===== src/design/fpr_pkg.sv =====
// shared widths, constants and chain types of the fuzzy path result cache
package fpr_pkg;

	localparam int unsigned ENTRIES_DEF = 10;

	localparam int DOM_W    = 16;
	localparam int COORD_W  = 16;
	localparam int CLR_W    = 16;
	localparam int MASK_W   = 8;
	localparam int HANDLE_W = 16;
	localparam int RAD_W    = 32;
	localparam int TOTAL_W  = 32;
	localparam int SQ_W     = 2 * COORD_W;

	localparam logic [RAD_W-1:0] RADIUS_SQ_RESET = 32'd57600;

	// key fields of one cache entry and of one query
	typedef struct packed {
		logic [DOM_W-1:0]          start_domain;
		logic signed [COORD_W-1:0] start_x;
		logic signed [COORD_W-1:0] start_y;
		logic [DOM_W-1:0]          end_domain;
		logic signed [COORD_W-1:0] end_x;
		logic signed [COORD_W-1:0] end_y;
		logic [CLR_W-1:0]          clearance;
		logic [MASK_W-1:0]         obstacle_mask;
	} key_t;

	// lookup moving down the chain
	typedef struct packed {
		logic valid;
		key_t key;
	} query_t;

	// partial match result moving down the chain behind the query
	typedef struct packed {
		logic                valid;
		logic                hit;
		logic [HANDLE_W-1:0] handle;
	} res_t;

endpackage


===== src/design/fpr_cell.sv =====
// one cache entry cell: holds a key and handle, matches the passing lookup
module fpr_cell (
	input  logic                          clk,
	input  logic                          arst_n,
	input  logic                          used,
	input  logic [fpr_pkg::RAD_W-1:0]     radius_sq,
	input  logic                          wr_en,
	input  fpr_pkg::key_t                 wr_key,
	input  logic [fpr_pkg::HANDLE_W-1:0]  wr_handle,
	input  fpr_pkg::query_t               q_in,
	input  fpr_pkg::res_t                 r_in,
	output fpr_pkg::query_t               q_out,
	output fpr_pkg::res_t                 r_out
);

	fpr_pkg::key_t                 key_q;
	logic [fpr_pkg::HANDLE_W-1:0]  handle_q;

	logic                          q_valid_s1;
	fpr_pkg::key_t                 q_key_s1;
	logic                          valid_s2;
	logic                          match_s2;
	logic [fpr_pkg::SQ_W-1:0]      ssx_s2;
	logic [fpr_pkg::SQ_W-1:0]      ssy_s2;
	logic [fpr_pkg::SQ_W-1:0]      esx_s2;
	logic [fpr_pkg::SQ_W-1:0]      esy_s2;
	logic                          r_valid_q;
	logic                          r_hit_q;
	logic [fpr_pkg::HANDLE_W-1:0]  r_handle_q;

	logic                          match_s1;
	logic [fpr_pkg::SQ_W:0]        start_sum;
	logic [fpr_pkg::SQ_W:0]        end_sum;
	logic                          hit_cur;

	// exact square of a 17-bit difference; its magnitude fits 16 bits
	function automatic logic [fpr_pkg::SQ_W-1:0] sq_diff(
		input logic [fpr_pkg::COORD_W-1:0] a,
		input logic [fpr_pkg::COORD_W-1:0] b
	);
		logic [fpr_pkg::COORD_W:0]   d;
		logic [fpr_pkg::COORD_W:0]   neg;
		logic [fpr_pkg::COORD_W-1:0] m;
		logic [fpr_pkg::SQ_W-1:0]    p;
		d   = {a[fpr_pkg::COORD_W-1], a} - {b[fpr_pkg::COORD_W-1], b};
		neg = -d;
		m   = d[fpr_pkg::COORD_W] ? neg[fpr_pkg::COORD_W-1:0] : d[fpr_pkg::COORD_W-1:0];
		p   = m * m;
		return p;
	endfunction

	assign match_s1 = q_valid_s1 && used
		&& (q_key_s1.start_domain == key_q.start_domain)
		&& (q_key_s1.end_domain == key_q.end_domain)
		&& (q_key_s1.obstacle_mask == key_q.obstacle_mask)
		&& (q_key_s1.clearance <= key_q.clearance);

	assign start_sum = {1'b0, ssx_s2} + {1'b0, ssy_s2};
	assign end_sum   = {1'b0, esx_s2} + {1'b0, esy_s2};
	assign hit_cur   = valid_s2 && match_s2
		&& (start_sum < (fpr_pkg::SQ_W + 1)'(radius_sq))
		&& (end_sum < (fpr_pkg::SQ_W + 1)'(radius_sq));

	always_ff @(posedge clk) begin
		if (wr_en) begin
			key_q    <= wr_key;
			handle_q <= wr_handle;
		end
	end

	always_ff @(posedge clk or negedge arst_n) begin
		if (!arst_n) begin
			q_valid_s1 <= 1'b0;
			valid_s2   <= 1'b0;
			r_valid_q  <= 1'b0;
		end else begin
			q_valid_s1 <= q_in.valid;
			valid_s2   <= q_valid_s1;
			r_valid_q  <= valid_s2;
		end
	end

	always_ff @(posedge clk) begin
		q_key_s1 <= q_in.key;
		match_s2 <= match_s1;
		ssx_s2   <= sq_diff(q_key_s1.start_x, key_q.start_x);
		ssy_s2   <= sq_diff(q_key_s1.start_y, key_q.start_y);
		esx_s2   <= sq_diff(q_key_s1.end_x, key_q.end_x);
		esy_s2   <= sq_diff(q_key_s1.end_y, key_q.end_y);
		// an earlier entry that matched wins
		r_hit_q  <= r_in.hit || hit_cur;
		if (r_in.hit) begin
			r_handle_q <= r_in.handle;
		end else if (hit_cur) begin
			r_handle_q <= handle_q;
		end else begin
			r_handle_q <= '0;
		end
	end

	assign q_out = {q_valid_s1, q_key_s1};
	assign r_out = {r_valid_q, r_hit_q, r_handle_q};

endmodule


===== config.mk =====
export PLATFORM = sky130hd
export DESIGN_NAME = fpr_cell
export DESIGN_NICKNAME = d
export VERILOG_FILES = /design/src/design/fpr_pkg.sv /design/src/design/fpr_cell.sv
export SDC_FILE = /design/constraint.sdc
export NUM_CORES = 2
export LEC_CHECK = 0
export CAP_MARGIN = 15
export CORE_MARGIN = 4
export CORE_UTILIZATION = 55
export CTS_CLUSTER_SIZE = 24
export DETAILED_ROUTE_END_ITERATION = 12
export DONT_BUFFER_PORTS = 1
export HOLD_SLACK_MARGIN = 0.15
export MAX_ROUTING_LAYER = met4
export PLACE_DENSITY = 0.7
export SLEW_MARGIN = 0
export SYNTH_ARGS = -nofsm -noshare
export SYNTH_HDL_FRONTEND = slang
export SYNTH_SLANG_ARGS = --single-unit

===== constraint.sdc =====
create_clock -name clk -period 10.17 [get_ports clk]
set_input_delay 1.5255 -clock clk [delete_from_list [all_inputs] [get_ports clk]]
set_output_delay 1.5255 -clock clk [all_outputs]
set_load 0.02 [all_outputs]

==> results.cfg <==
[detailed_routing]
via_per_inst = 5.32
initialDrtViolationCount = 1857
drcViolationCount = 0
ant_nets = 0
routed_wl_um = 107000
routedWlPerCell_um = 17.4
vias = 32700
dr.pass1.iters = 7

[synth]
ys_types = 95
ys.flop_type = dfxtp_1
seq_area_frac_synth_pct = 20.2
synthTopCellsByArea = fa_1 28%, ha_1 16%, dfxtp_1 11%
synth_top_area_share_pct = 28.1
syn_nets = 6434
synth_cells = 4879
avgSynthCellArea_um2 = 9.53
yosysTopAreaCell = fa_1
synth_area_mm2 = 0.0465
yosys_register_bits = 401
synth_edf_count = 136
synthArstFlopShare_pct = 0.748
ys_warn_count = 0

[timing]
relSlewSlack_pct = 20.0
fmax_mhz = 103
fin_skew_ns = 0.0246
worst_pin_slew_ns = 1.19
period_share_pct = 95.1
hold_slack_ns = 0.419
period_needed_ns = 9.67
setup_viol = 0
hold_violations = 0
drv_slew = 0

[clock_network]
clk_path_buf_depth = 3
worstSkewPairLatency_ns = 0.62
cts_sinks = 401
cts_root_buffer = clkbuf_16
holdBufCountCts = 0
cts_tree = done
cts_buffers = 44
htree_levels = 2
path_clk_slew_ns = 0.06

[global_route]
grt_start_max_net_pins = 137
grt_overflow = 0
grt_use_met1_pct = 29.5
grt_pass1_vias = 34800
grt_use_met2_pct = 44.5
busiest_layer = met2
grt_use_met3_pct = 4.47
grt_pass1_wl_um = 174000
grt_util_all_layers_pct = 25.1
antenna_found_initial = 11

[floorplan]
fp-row-count = 106
core_mm2 = 0.0837
die_height_um = 299
dieArea_mm2 = 0.0893
start_util_pct = 55.6
dieWidth_um = 299
io_pins = 450

[worst_setup_path]
cp-start-kind = flop
slowest_delay_ns = 0.55
worstSetupPathType = flop to flop
cp.arrival_ns = 10.20
critPathCaptureType = flop
cp.required_ns = 10.71
cp_slowest_cell = fa_1
crit_path_max_fanout = 13

[final_layout]
fill_cells = 7169
final_nets = 6516
layout-drive-gt1-share_pct = 4.90
area_delta_synth_final_pct = 7.54
finalInstanceArea_mm2 = 0.0500

[flow_run]
maxCapViolCount = 0

[placed_design]
hpwl_um = 90500
gpl.final_weighted_congestion = 0.921
postPlaceCellArea_mm2 = 0.0484
portBuffers = 0

[outcome]
outcome = complete, no violations

[hold_path]
hp-class = flop to flop
[per-stage QoR]
step,instances,worst slack [ns],setup TNS (ns),util [%]
after floorplan,4879,0.965,0,-
after global placement,6041,0.350,0,57.8
after CTS,6123,0.122,0,59.6
after detailed placement,6041,0.198,0,57.8
final,6139,0.503,0,59.8
after global routing,6138,-0.0196,-0.0196,59.8
[registers in the layout, indices dropped and copies added, names as in the netlist]
register,count
esy_s2,31
esx_s2,31
valid_s2,1
key_q,120
r_handle_q,16
match_s2,1
q_out,120
q_valid_s1,1
handle_q,16
ssx_s2,31
ssy_s2,31
r_hit_q,1
r_valid_q,1
[Yosys cell counts (all sizes together), types with 4 or more instances]
library cell     n
a31oi           20
o31a             4
a31o             6
o21ai          112
clkbuf          49
buf             17
o211a            5
a21o           102
nand4           26
a221oi           5
and4             6
a311oi           4
o211ai          15
nand3           32
a22o            17
nand3b           6
or4              4
nand2          297
o21a            51
and3            16
o31ai           16
inv           1133
or3             16
a21oi          188
and2            21
nor2b           44
edfxtp         136
nor3            52
a211oi          24
nor4            14
ha             592
a21boi           8
xnor2          229
a2111oi         10
dfxtp          262
or2             15
xor2            95
nand2b          72
fa             652
nor3b            7
nor2           404
o21bai          31
clkinv          11
[cell usage in the layout, fill, tap and decap left out, types with 16 or more instances in the layout]
| cell type | count |
|---|---|
| a211oi_1 | 23 |
| a21o_1 | 102 |
| a21oi_1 | 186 |
| a22o_1 | 17 |
| a31oi_1 | 18 |
| and2_1 | 20 |
| and3_1 | 16 |
| buf_4 | 102 |
| clkbuf_16 | 45 |
| dfxtp_1 | 262 |
| edfxtp_1 | 136 |
| fa_1 | 652 |
| ha_1 | 592 |
| inv_1 | 1120 |
| nand2_1 | 297 |
| nand2b_1 | 72 |
| nand3_1 | 32 |
| nand4_1 | 26 |
| nor2_1 | 401 |
| nor2b_1 | 44 |
| nor3_1 | 51 |
| o21a_1 | 51 |
| o21ai_0 | 99 |
| o21bai_1 | 31 |
| xnor2_1 | 223 |
| xor2_1 | 91 |
[layer usage]
metal	up-vias	wire [µm]
met5	-	0
met4	0	3190
met3	192	6890
met2	910	55000
met1	15900	41800
li1	15600	-
[worst paths after layout]
path | slack [ns] | from | depth (start not counted) | to
hold reg to reg | 0.42 | valid_s2 | 0 | r_valid_q
hold / removal | 0.42 | valid_s2 | 0 | r_valid_q
setup reg to reg | 0.50 | q_out[72] | 39 | ssy_s2[30]
min in group asynchronous | 0.60 | arst_n | 0 | r_valid_q
max in group asynchronous | 9.50 | arst_n | 0 | q_valid_s1
setup / recovery | 0.50 | q_out[72] | 39 | ssy_s2[30]
[layout make-up]
| class | count | area [µm²] | area share, % |
|---|---|---|---|
| Timing Repair Buffer | 102 | 766 | 1.53 |
| Sequential cell | 401 | 9400 | 18.8 |
| Tap cell | 1134 | 1420 | 2.84 |
| Inverter | 1144 | 4290 | 8.58 |
| Clock inverter | 25 | 338 | 0.675 |
| Antenna cell | 8 | 20.0 | 0.0400 |
| Clock buffer | 57 | 1190 | 2.38 |
| Multi-Input combinational cell | 3268 | 32600 | 65.2 |
[cell families after synthesis]
| logic type | after synthesis | synth area share [%] |
|---|---|---|
| AND/OR/NAND/NOR | 1037 | 10.1 |
| XOR/XNOR | 324 | 6.23 |
| AO/OA/AOI/OAI | 658 | 9.47 |
| multiplexers | 5 | 0.113 |
| adder cells (fa/ha/maj) | 1244 | 44.0 |
| flip-flops | 401 | 20.2 |
| buffers and inverters | 1210 | 9.85 |
[critical path, delay by kind of cell (launching register included)]
family | cells | cell delay [ns]
xor+xnor | 2 | 0.31
fa+ha+maj | 9 | 3.94
compound gates | 15 | 3.62
flops | 1 | 0.37
simple gates | 4 | 0.62
buf+inv | 9 | 0.72
[what timing repair did]
| action | in CTS | in global routing |
|---|---|---|
| endpoints found under the setup margin | 0 | 16 |
| setup buffers | 0 | 8 |
| gates resized for setup | 0 | 14 |
| hold endpoints to repair | 0 | 0 |
Power is left out: the tool's default activity adds up to more than one toggle a clock period on the data nets, which glitch-free logic cannot reach.
